==> src/rtl/bpb_pkg.sv <==
// ----------------------------------------------------------------------------
// Battery protection and balancing package
// Shared item types, configuration layout and command codes for the
// protection and balancing supervisor.
// ----------------------------------------------------------------------------
package bpb_pkg;

	localparam int unsigned ChargeW  = 14;
	localparam int unsigned CurrentW = 16;
	localparam int unsigned ModeW    = 3;
	localparam int unsigned CmdW     = 2;
	localparam int unsigned CfgIdxW  = 3;
	localparam int unsigned CfgDataW = 16;

	localparam logic [ChargeW-1:0]  SocLowReset     = ChargeW'(2000);
	localparam logic [ChargeW-1:0]  SocHighReset    = ChargeW'(9500);
	localparam logic [ChargeW-1:0]  SocMarginReset  = ChargeW'(200);
	localparam logic [CurrentW-1:0] CurLimitReset   = CurrentW'(5333);
	localparam logic [ChargeW-1:0]  BalThreshReset  = ChargeW'(500);

	localparam logic [CfgIdxW-1:0] CFG_SOC_LOW    = 3'd0;
	localparam logic [CfgIdxW-1:0] CFG_SOC_HIGH   = 3'd1;
	localparam logic [CfgIdxW-1:0] CFG_SOC_MARGIN = 3'd2;
	localparam logic [CfgIdxW-1:0] CFG_CUR_LIMIT  = 3'd3;
	localparam logic [CfgIdxW-1:0] CFG_BAL_THRESH = 3'd4;

	localparam logic [CmdW-1:0] CMD_KEEP   = 2'd0;
	localparam logic [CmdW-1:0] CMD_STOP   = 2'd1;
	localparam logic [CmdW-1:0] CMD_RESUME = 2'd2;

	typedef struct packed {
		logic [ChargeW-1:0]         local_charge;
		logic [ChargeW-1:0]         mean_charge;
		logic signed [CurrentW-1:0] converter_current;
		logic [ChargeW-1:0]         cell_one_charge;
		logic [ChargeW-1:0]         cell_two_charge;
	} in_item_t;

	typedef struct packed {
		logic [ModeW-1:0] mode;
		logic             bleed_one_pin;
		logic             bleed_two_pin;
		logic [CmdW-1:0]  converter_cmd;
		logic             fault_light;
	} out_item_t;

	typedef struct packed {
		logic [ChargeW-1:0]  soc_low_limit;
		logic [ChargeW-1:0]  soc_high_limit;
		logic [ChargeW-1:0]  soc_margin;
		logic [CurrentW-1:0] current_limit;
		logic [ChargeW-1:0]  balance_threshold;
	} cfg_t;

endpackage

==> src/rtl/bpb_cfg.sv <==
// ----------------------------------------------------------------------------
// Configuration registers
// Holds the charge limits, hysteresis margin, current limit and balance
// threshold, written through a plain indexed write port.
// ----------------------------------------------------------------------------
module bpb_cfg (
	input  logic                           clk,
	input  logic                           arst_n,
	input  logic                           cfg_we,
	input  logic [bpb_pkg::CfgIdxW-1:0]    cfg_index,
	input  logic [bpb_pkg::CfgDataW-1:0]   cfg_data,
	output bpb_pkg::cfg_t                  cfg
);
	import bpb_pkg::*;

	cfg_t cfg_q;

	always_ff @(posedge clk or negedge arst_n) begin
		if (!arst_n) begin
			cfg_q.soc_low_limit     <= SocLowReset;
			cfg_q.soc_high_limit    <= SocHighReset;
			cfg_q.soc_margin        <= SocMarginReset;
			cfg_q.current_limit     <= CurLimitReset;
			cfg_q.balance_threshold <= BalThreshReset;
		end else if (cfg_we) begin
			unique case (cfg_index)
				CFG_SOC_LOW:    cfg_q.soc_low_limit     <= cfg_data[ChargeW-1:0];
				CFG_SOC_HIGH:   cfg_q.soc_high_limit    <= cfg_data[ChargeW-1:0];
				CFG_SOC_MARGIN: cfg_q.soc_margin        <= cfg_data[ChargeW-1:0];
				CFG_CUR_LIMIT:  cfg_q.current_limit     <= cfg_data[CurrentW-1:0];
				CFG_BAL_THRESH: cfg_q.balance_threshold <= cfg_data[ChargeW-1:0];
				default: ;
			endcase
		end
	end

	assign cfg = cfg_q;

endmodule

==> src/rtl/bpb_fsm.sv <==
// ----------------------------------------------------------------------------
// Protection and balancing mode machine
// Holds the mode and both balancing pin levels and works out, for one item,
// the next mode, pin levels, converter command and fault-light flag.
// ----------------------------------------------------------------------------
module bpb_fsm (
	input  logic                clk,
	input  logic                arst_n,
	input  logic                step_en,
	input  bpb_pkg::in_item_t   item,
	input  bpb_pkg::cfg_t       cfg,
	output bpb_pkg::out_item_t  result
);
	import bpb_pkg::*;

	typedef enum logic [ModeW-1:0] {
		MODE_NORMAL      = 3'd0,
		MODE_UNDER       = 3'd1,
		MODE_OVER        = 3'd2,
		MODE_OVERCURRENT = 3'd3,
		MODE_BAL_ONE     = 3'd4,
		MODE_BAL_TWO     = 3'd5
	} mode_t;

	mode_t           mode_q, mode_d;
	logic            bleed_one_q, bleed_one_d;
	logic            bleed_two_q, bleed_two_d;
	logic [CmdW-1:0] cmd;
	logic            light;

	logic [CurrentW:0]  cur_mag;
	logic [ChargeW-1:0] cell_delta;
	logic               cell_one_higher;
	logic [ChargeW:0]   low_release;
	logic [ChargeW:0]   high_release;
	logic               low_hit, high_hit, cur_hit, bal_start, bal_end;
	logic               low_clear, high_clear;

	always_comb begin
		if (item.converter_current[CurrentW-1]) begin
			cur_mag = (CurrentW+1)'(1) << CurrentW;
			cur_mag = cur_mag - {1'b0, item.converter_current};
		end else begin
			cur_mag = {1'b0, item.converter_current};
		end
	end

	assign cell_one_higher = item.cell_one_charge > item.cell_two_charge;
	assign cell_delta = cell_one_higher ? item.cell_one_charge - item.cell_two_charge
	                                    : item.cell_two_charge - item.cell_one_charge;

	assign low_release  = {1'b0, cfg.soc_low_limit} + {1'b0, cfg.soc_margin};
	assign high_release = {1'b0, item.local_charge} + {1'b0, cfg.soc_margin};

	assign low_hit    = item.mean_charge < cfg.soc_low_limit;
	assign high_hit   = item.local_charge > cfg.soc_high_limit;
	assign cur_hit    = cur_mag > {1'b0, cfg.current_limit};
	assign bal_start  = cell_delta > cfg.balance_threshold;
	assign bal_end    = cell_delta < cfg.balance_threshold;
	assign low_clear  = {1'b0, item.mean_charge} > low_release;
	assign high_clear = high_release < {1'b0, cfg.soc_high_limit};

	always_comb begin
		mode_d      = mode_q;
		bleed_one_d = bleed_one_q;
		bleed_two_d = bleed_two_q;
		cmd         = CMD_KEEP;
		light       = 1'b0;
		unique case (mode_q)
			MODE_UNDER: begin
				if (low_clear) begin
					mode_d      = MODE_NORMAL;
					bleed_one_d = 1'b1;
					bleed_two_d = 1'b1;
				end
			end
			MODE_OVER: begin
				if (high_clear) begin
					mode_d      = MODE_NORMAL;
					bleed_one_d = 1'b1;
					bleed_two_d = 1'b1;
				end
			end
			MODE_OVERCURRENT: begin
				cmd         = CMD_STOP;
				bleed_one_d = 1'b1;
				bleed_two_d = 1'b1;
			end
			MODE_BAL_ONE, MODE_BAL_TWO: begin
				if (bal_end) begin
					mode_d      = MODE_NORMAL;
					bleed_one_d = 1'b1;
					bleed_two_d = 1'b1;
				end
			end
			default: begin
				if (low_hit) begin
					cmd         = CMD_STOP;
					mode_d      = MODE_UNDER;
					bleed_one_d = 1'b1;
					bleed_two_d = 1'b1;
				end else if (high_hit) begin
					cmd         = CMD_STOP;
					mode_d      = MODE_OVER;
					bleed_one_d = 1'b0;
					bleed_two_d = 1'b0;
				end else if (cur_hit) begin
					cmd         = CMD_STOP;
					mode_d      = MODE_OVERCURRENT;
					bleed_one_d = 1'b1;
					bleed_two_d = 1'b1;
					light       = 1'b1;
				end else if (bal_start) begin
					if (cell_one_higher) begin
						mode_d      = MODE_BAL_ONE;
						bleed_one_d = 1'b0;
						bleed_two_d = 1'b1;
					end else begin
						mode_d      = MODE_BAL_TWO;
						bleed_one_d = 1'b1;
						bleed_two_d = 1'b0;
					end
				end else begin
					cmd         = CMD_RESUME;
					mode_d      = MODE_NORMAL;
					bleed_one_d = 1'b1;
					bleed_two_d = 1'b1;
				end
			end
		endcase
	end

	always_ff @(posedge clk or negedge arst_n) begin
		if (!arst_n) begin
			mode_q      <= MODE_NORMAL;
			bleed_one_q <= 1'b1;
			bleed_two_q <= 1'b1;
		end else if (step_en) begin
			mode_q      <= mode_d;
			bleed_one_q <= bleed_one_d;
			bleed_two_q <= bleed_two_d;
		end
	end

	always_comb begin
		result.mode          = mode_d;
		result.bleed_one_pin = bleed_one_d;
		result.bleed_two_pin = bleed_two_d;
		result.converter_cmd = cmd;
		result.fault_light   = light;
	end

endmodule

==> src/rtl/battery_protection_balancing_fsm_core.sv <==
// ----------------------------------------------------------------------------
// Battery protection and balancing supervisor
// Each input item is one supervision tick; each tick gives one result item
// with the mode after the tick, both balancing pin levels, a converter
// command and a fault-light flag.
//
// The input channel (in_valid, in_stall, in_item) and the output channel
// (out_valid, out_stall, out_item) use valid and stall handshakes.
// An accepted item lands in an input register; once the output register
// can advance, the mode machine updates its state and the result lands in
// the output register, where it is offered to the receiver.
// One item is taken per cycle as long as the output side keeps pace.
// When the receiver stalls, the result holds in the output register, the
// next item waits in the input register, and in_stall rises only once both
// are full. Reset empties both registers, returns the mode to normal with
// both balancing pins high, and loads the default limits.
// Configuration is written through cfg_we, cfg_index and cfg_data.
// ----------------------------------------------------------------------------
module battery_protection_balancing_fsm_core (
	input  logic                           clk,
	input  logic                           arst_n,
	input  logic                           in_valid,
	output logic                           in_stall,
	input  bpb_pkg::in_item_t              in_item,
	output logic                           out_valid,
	input  logic                           out_stall,
	output bpb_pkg::out_item_t             out_item,
	input  logic                           cfg_we,
	input  logic [bpb_pkg::CfgIdxW-1:0]    cfg_index,
	input  logic [bpb_pkg::CfgDataW-1:0]   cfg_data
);
	import bpb_pkg::*;

	cfg_t      cfg;
	in_item_t  item_s1;
	logic      valid_s1;
	out_item_t result;
	out_item_t out_item_q;
	logic      out_valid_q;
	logic      adv_out;
	logic      load_s1;

	assign adv_out  = !out_valid_q || !out_stall;
	assign in_stall = valid_s1 && !adv_out;
	assign load_s1  = in_valid && !in_stall;

	bpb_cfg u_cfg (
		.clk       (clk),
		.arst_n    (arst_n),
		.cfg_we    (cfg_we),
		.cfg_index (cfg_index),
		.cfg_data  (cfg_data),
		.cfg       (cfg)
	);

	bpb_fsm u_fsm (
		.clk     (clk),
		.arst_n  (arst_n),
		.step_en (valid_s1 && adv_out),
		.item    (item_s1),
		.cfg     (cfg),
		.result  (result)
	);

	always_ff @(posedge clk or negedge arst_n) begin
		if (!arst_n) begin
			valid_s1 <= 1'b0;
		end else if (!valid_s1 || adv_out) begin
			valid_s1 <= in_valid;
		end
	end

	always_ff @(posedge clk) begin
		if (load_s1) begin
			item_s1 <= in_item;
		end
	end

	always_ff @(posedge clk or negedge arst_n) begin
		if (!arst_n) begin
			out_valid_q <= 1'b0;
		end else if (adv_out) begin
			out_valid_q <= valid_s1;
		end
	end

	always_ff @(posedge clk) begin
		if (adv_out && valid_s1) begin
			out_item_q <= result;
		end
	end

	assign out_valid = out_valid_q;
	assign out_item  = out_item_q;

endmodule
==> config.mk <==
export PLATFORM = sky130hd
export DESIGN_NAME = battery_protection_balancing_fsm_core
export DESIGN_NICKNAME = d
export VERILOG_FILES = /design/src/rtl/bpb_pkg.sv /design/src/rtl/bpb_cfg.sv /design/src/rtl/bpb_fsm.sv /design/src/rtl/battery_protection_balancing_fsm_core.sv
export SDC_FILE = /design/constraint.sdc
export NUM_CORES = 1
export LEC_CHECK = 0
export ABC_AREA = 1
export ABC_CLOCK_PERIOD_IN_PS = 4500
export BUFFER_PORTS_ARGS = -buffer_cell sky130_fd_sc_hd__buf_2
export CAP_MARGIN = 20
export CORE_MARGIN = 10
export CORE_UTILIZATION = 60
export DETAILED_ROUTE_END_ITERATION = 16
export PLACE_DENSITY = 0.84
export SETUP_SLACK_MARGIN = 0.5
export SLEW_MARGIN = 10
export SYNTH_ARGS = -nofsm -noshare
export SYNTH_HDL_FRONTEND = slang
export SYNTH_HIERARCHICAL = 1
export SYNTH_SLANG_ARGS = --single-unit
==> constraint.sdc <==
create_clock -name clk -period 4.5 [get_ports clk]
set_clock_uncertainty 0.2 [all_clocks]
set_input_delay 0.675 -clock clk [delete_from_list [all_inputs] [get_ports clk]]
set_output_delay 0.675 -clock clk [all_outputs]
set_load 0.02 [all_outputs]
[Yosys cells after proc, flatten, opt, wreduce, memory -nomap -nowiden]
Cells that the tools add are included.
Word-level totals
  word-level logic and storage cells: 96
  output and inout bits: 10
  register bits after elaboration: 159
  bits of input ports: 96
Cells by class
  $add $sub $neg: 5
  equality and inequality tests: 9
  reduce and logical (&&, ||, !) cells: 19
  mux-type cells: 35
  $lt $le $gt $ge: 8
Operator list (count)
  greater-than comparator 14 bit: 3
  adder 14 x 14 -> 15 bit: 2
  < comparator 14 bit: 2
  subtractor 14 bit: 2
  two-way mux 3 bit: 7
  two-way mux 1 bit: 18
  greater-than comparator 17 x 16 -> 1 bit: 1
  two-way mux 17 bit: 1
  subtractor 17 x 16 -> 17 bit (first input constant): 1
  greater-than comparator 14 x 15 -> 1 bit: 1
  < comparator 15 x 14 -> 1 bit: 1
  two-way mux 14 bit: 1
  equality test 3 x 2 -> 1 bit (second input constant): 4
  one-hot mux 3 bit (4 select lines): 1
  AND reduction 2 bit: 5
  equality test 3 bit (second input constant): 3
  two-way mux 2 bit: 4
  one-hot mux 1 bit (4 select lines): 2
  OR reduction 7 bit: 1
  equality test 3 x 1 -> 1 bit (second input constant): 2
  zero test 1 bit: 5
  one-hot mux 2 bit (2 select lines): 1
  OR reduction 4 bit: 1
  logical AND 1 bit: 3
  other kinds (3): 4

[Longest topological paths before layout]
  word-level depth: 8
  gate-level depth with buffers: 31
  gate-level depth less buffers: 31

[By module]
The synthesis kept the hierarchy.
By module, submodules not included
  bpb_fsm: sequential area each 127.6 µm², cells each 900, area each 5480.3 µm², times used 1
  bpb_cfg: sequential area each 1836.8 µm², cells each 323, area each 2937.8 µm², times used 1
  battery_protection_balancing_fsm_core: sequential area each 2452.4 µm², cells each 92, area each 2497.4 µm², times used 1

[Worst setup path after synthesis]
OpenSTA, ideal clock, no wires.
  path kind: register to register
  start point: register item_s1[14] (netlist bit)
  end point: register out_item_q (netlist bit out_item[3]), data pin
  clock period less this slack: 3.637 ns
  arrival: 3.186 ns
  cell stages (with the launch flop): 24
  slack: 0.863 ns
  buffers on the path: 2
  data required time: 4.049 ns
  library setup time: 0.251 ns
  cells stage by stage: edfxtp_1 > inv_1 > ha_1 > inv_1 > fa_1 > nand2_1 > nand3_1 > nand2_1 > nand2_2 > nand2_4 > buf_6 > mux2i_1 > xnor2_1 > inv_1 > ha_1 > nand2_1 > nor3_1 > nand2_1 > nand2_1 > nand3_1 > o21ai_0 > nand2_1 > and2_1 > buf_4
On the way
  cells in the longest elaborated chain, start to end: 8
  elaborated cells on any way between the ends: 13
  classes of those cells: add/sub: 2; order compare: 3; mux: 8
RTL lines
  start, declared: RTL line battery_protection_balancing_fsm_core.sv:35  | in_item_t item_s1;
  start signal, assigned: RTL line battery_protection_balancing_fsm_core.sv:75  | item_s1 <= in_item;
  subtractor 14 bit (tied with other cells): RTL line bpb_fsm.sv:50  | : item.cell_two_charge - item.cell_one_charge;
  two-way mux 14 bit: RTL line bpb_fsm.sv:49  | assign cell_delta = cell_one_higher ? item.cell_one_charge - item.cell_two_charge
  greater-than comparator 14 bit: RTL line bpb_fsm.sv:58  | assign bal_start = cell_delta > cfg.balance_threshold;
  two-way mux 1 bit: RTL line bpb_fsm.sv:113  | end else if (bal_start) begin
  two-way mux 1 bit: RTL line bpb_fsm.sv:107  | end else if (cur_hit) begin
  two-way mux 1 bit: RTL line bpb_fsm.sv:102  | end else if (high_hit) begin
  two-way mux 1 bit: RTL line bpb_fsm.sv:97  | if (low_hit) begin
  one-hot mux 1 bit (4 select lines) *: RTL line bpb_fsm.sv:69  | unique case (mode_q)
  via u_fsm.bleed_two_d: RTL line bpb_fsm.sv:27  | logic bleed_two_q, bleed_two_d;
  end signal, assigned: RTL line battery_protection_balancing_fsm_core.sv:89  | out_item_q <= result;
  end, declared: RTL line battery_protection_balancing_fsm_core.sv:38  | out_item_t out_item_q;
Mark *: on every way through the listed nets, which the timed path passes. The rest lies on a longest branch.
A chain may end at the register's enable or synchronous reset.

==> impl_metrics.yaml <==
layout:
  postLayoutCoreUtil_pct: 70.5
  insertedDiodeCount: 0
  final_nets: 1674
  area_delta_synth_final_pct: 15.7
  final_area_um2: 12600
  drive_gt1_share_pct: 17.8
global_routing:
  grt-ovfl-total: 0
  antenna_found_initial: 1
  grt_pass1_vias: 8976
  grt_util_all_layers_pct: 21.1
  grt_max_degree: 80
  grt_pass1_wl_um: 41900
place:
  dp_hpwl_um: 19200
  io_buffers: 105
  gp_congestion: 0.891
  place_area_um2: 11600
die:
  fp.dieH_um: 155
  boundaryPins: 106
  core_um2: 17900
  fp.dieW_um: 155
  start_util_pct: 61.0
  dieArea_um2: 24000
  num_rows: 49
clocking:
  clk_pin_slew_worst_paths_ps: 70
  clock_path_buffers: 2
  htreeDepth: 4
  clk_latency_ps: 430
  cts.sinks: 159
  cts-root-buf: "clkbuf_16"
  cts_tree: "done"
  cts_buffers: 17
timing:
  max_slew_margin_pct: 33.9
  finalCritPeriodShare_pct: 85.0
  fin_setup_tns_ps: 0
  post-route-min-period_ps: 3820
  hold_slack_ps: 209
  slew_violations: 0
  hold_viol: 0
  rsz0062_at_grt: "false"
  fmaxAchievable_mhz: 262
  worst_pin_slew_ps: 991
  finalSetupViolations: 0
power_and_ir_drop:
  vdd_drop_max_uv: 301
  power_uw: 5610
  p_int_uw: 3550
  seqPwrFrac_pct: 35.0
  power_frac_comb_pct: 38.5
  leakage_uw: 0.00641
  p_sw_share_pct: 36.8
  clkPwrFrac_pct: 26.5
  p_switching_uw: 2060
  powerDensity_nw_per_um2: 444
logic_synthesis:
  synth_commonest_cells: "nand2_1, inv_1, ha_1, nand3_1, a21oi_1"
  synth_most_common_cell: "nand2_1"
  ys_top_cells_by_area: "edfxtp_1, ha_1, nand2_1"
  async_flop_share_pct: 49.7
  synth_top_area_share_pct: 22.0
  postSynthAreaPerCell_um2: 8.30
  synth.net_count: 1556
  synth-edff-count: 80
  synthesis.area_um2: 10900
  ys_warn_count: 6
  syn-instance-count: 1315
  synth_cell_type_count: 42
  synth_top_cell_by_area: "edfxtp_1"
  ys_ff_latch: 159
  ys_seq_area_share_pct: 40.5
  ys.flop_type: "edfxtp_1"
route:
  drt_iter0_drc: 601
  wirelength_um: 25600
  via_per_inst: 5.33
  dr.pass1.iters: 6
  detail-route-antenna-nets: 0
  wl_per_cell_um: 15.3
  drcViolationCount: 0
  vias: 8931
status:
  status: "finished, final reports clean"
critical_path:
  cp_data_required_time_ps: 4480
  end_kind: "flip-flop"
  start_kind: "flip-flop"
  crit_path_max_fanout: 9
  path_class: "reg2reg"
  r2r_setup_slack_ps: 680
  crit_arrival_ps: 3800
job:
  drv_cap: 0
hold_path:
  hp-class: "in2async"
-- cell type report --
type | instances | area, um2
Inverter | 193 | 727
Sequential cell | 159 | 4420
Fill cell | 1377 | 5270
Clock buffer | 20 | 500
Tap cell | 229 | 287
Clock inverter | 12 | 118
Timing Repair Buffer | 120 | 648
Multi-Input combinational cell | 942 | 5930
-- path summary, 6_finish.rpt --
| kind | cells past startpoint | endpoint | from |
|---|---|---|---|
| worst max-delay path | 21 | out_item[3] | item_s1[25] |
| worst min-delay path | 1 | u_cfg/cfg[51] | arst_n |
| worst max register to register | 21 | out_item[3] | item_s1[25] |
| min in group clk | 1 | item_s1[28] | in_item[28] |
| worst min register to register | 2 | u_cfg/cfg[2] | u_cfg/cfg[2] |
| max in group asynchronous | 1 | out_valid | arst_n |
-- worst max-delay path, stage by stage (launching register included) --
cell and delay, ps:
edfxtp_1 430, ha_4 330, nand2_1 120, inv_1 100
nand2_1 70, nor3_1 210, nand2_2 170, nand2_8 130
inv_4 70, o21ai_1 110, nand2_1 70, xnor2_1 180
inv_1 70, ha_1 280, nand4_1 90, nor3_2 210
nand2_1 120, nand2_4 130, nand3_2 80, o21ai_0 160
nand2_1 80, and2_1 170
-- registers in the layout (all words and copies together) (netlist names) --
register / cells
valid_s1: 1
out_valid: 1
u_fsm/bleed_two_q: 1
u_fsm/bleed_one_q: 1
u_fsm/mode_q: 3
out_item: 8
u_cfg/cfg: 72
item_s1: 72
-- layer usage --
metal	wire length [um]	global-route usage, %	vias to the layer above
met5	7	0	-
met4	379	6.70	2
met2	13100	37.0	245
li1	-	-	4527
met3	1120	3.86	31
met1	11000	25.5	4126
-- cell usage in the layout, fill, tap and decap left out, types with 3 or more instances in the layout --
cell type	n
nand2_1	377
inv_1	182
ha_1	128
buf_2	104
nand3_1	88
edfxtp_1	80
a21oi_1	79
nor2_1	60
dfrtp_1	49
dfstp_2	30
xor2_1	30
o21ai_0	27
clkbuf_16	20
xnor2_1	18
nand2_2	16
buf_4	14
nor3_1	12
inv_2	10
ha_4	10
o21ai_1	9
nand4_1	8
o21bai_1	7
a21o_1	7
a21oi_2	6
nand3_2	4
inv_6	4
nor2_4	4
o211ai_1	4
nand2_4	3
nor3_2	3
nor4_1	3
a31oi_1	3
o21ai_2	3
a21boi_0	3
fa_1	3
ha_2	3
-- logic make-up (layout without fill, tap and decap cells) --
group | count (synthesis) | in the layout | synth area share (%)
AND/OR/NAND/NOR | 587 | 588 | 22.7
flip-flops | 159 | 159 | 40.5
XOR/XNOR | 49 | 49 | 3.93
buffers and inverters | 215 | 345 | 7.89
multiplexers | 3 | 3 | 0.275
AO/OA/AOI/OAI | 157 | 157 | 7.90
adder cells (fa/ha/maj) | 145 | 145 | 16.9
-- what timing repair did --
item                                    4_1_cts  5_1_grt
gates resized for setup                       2       76
pin swaps                                     1       22
buffers inserted                              1       11
endpoints found under the setup margin        2       13
cloned                                        0        1
hold buffers                                  0        0
-- per-stage QoR --
step	setup slack (ps)	cells
after floorplan	863	1315
after CTS	557	1663
after detailed placement	430	1630
after global placement	428	1630
final	677	1675
after global routing	452	1675
-- power groups by stage --
stage / clock network (uW) / registers, uW / logic (uW)
floorplan: 0 / 1960 / 1510
CTS: 1510 / 1960 / 2010
finish: 1490 / 1960 / 2160
detailed placement: 0 / 1980 / 1990
global route: 1570 / 1990 / 2490
global placement: 0 / 1980 / 1910
Note: power is estimated with default switching activity, not from simulation.
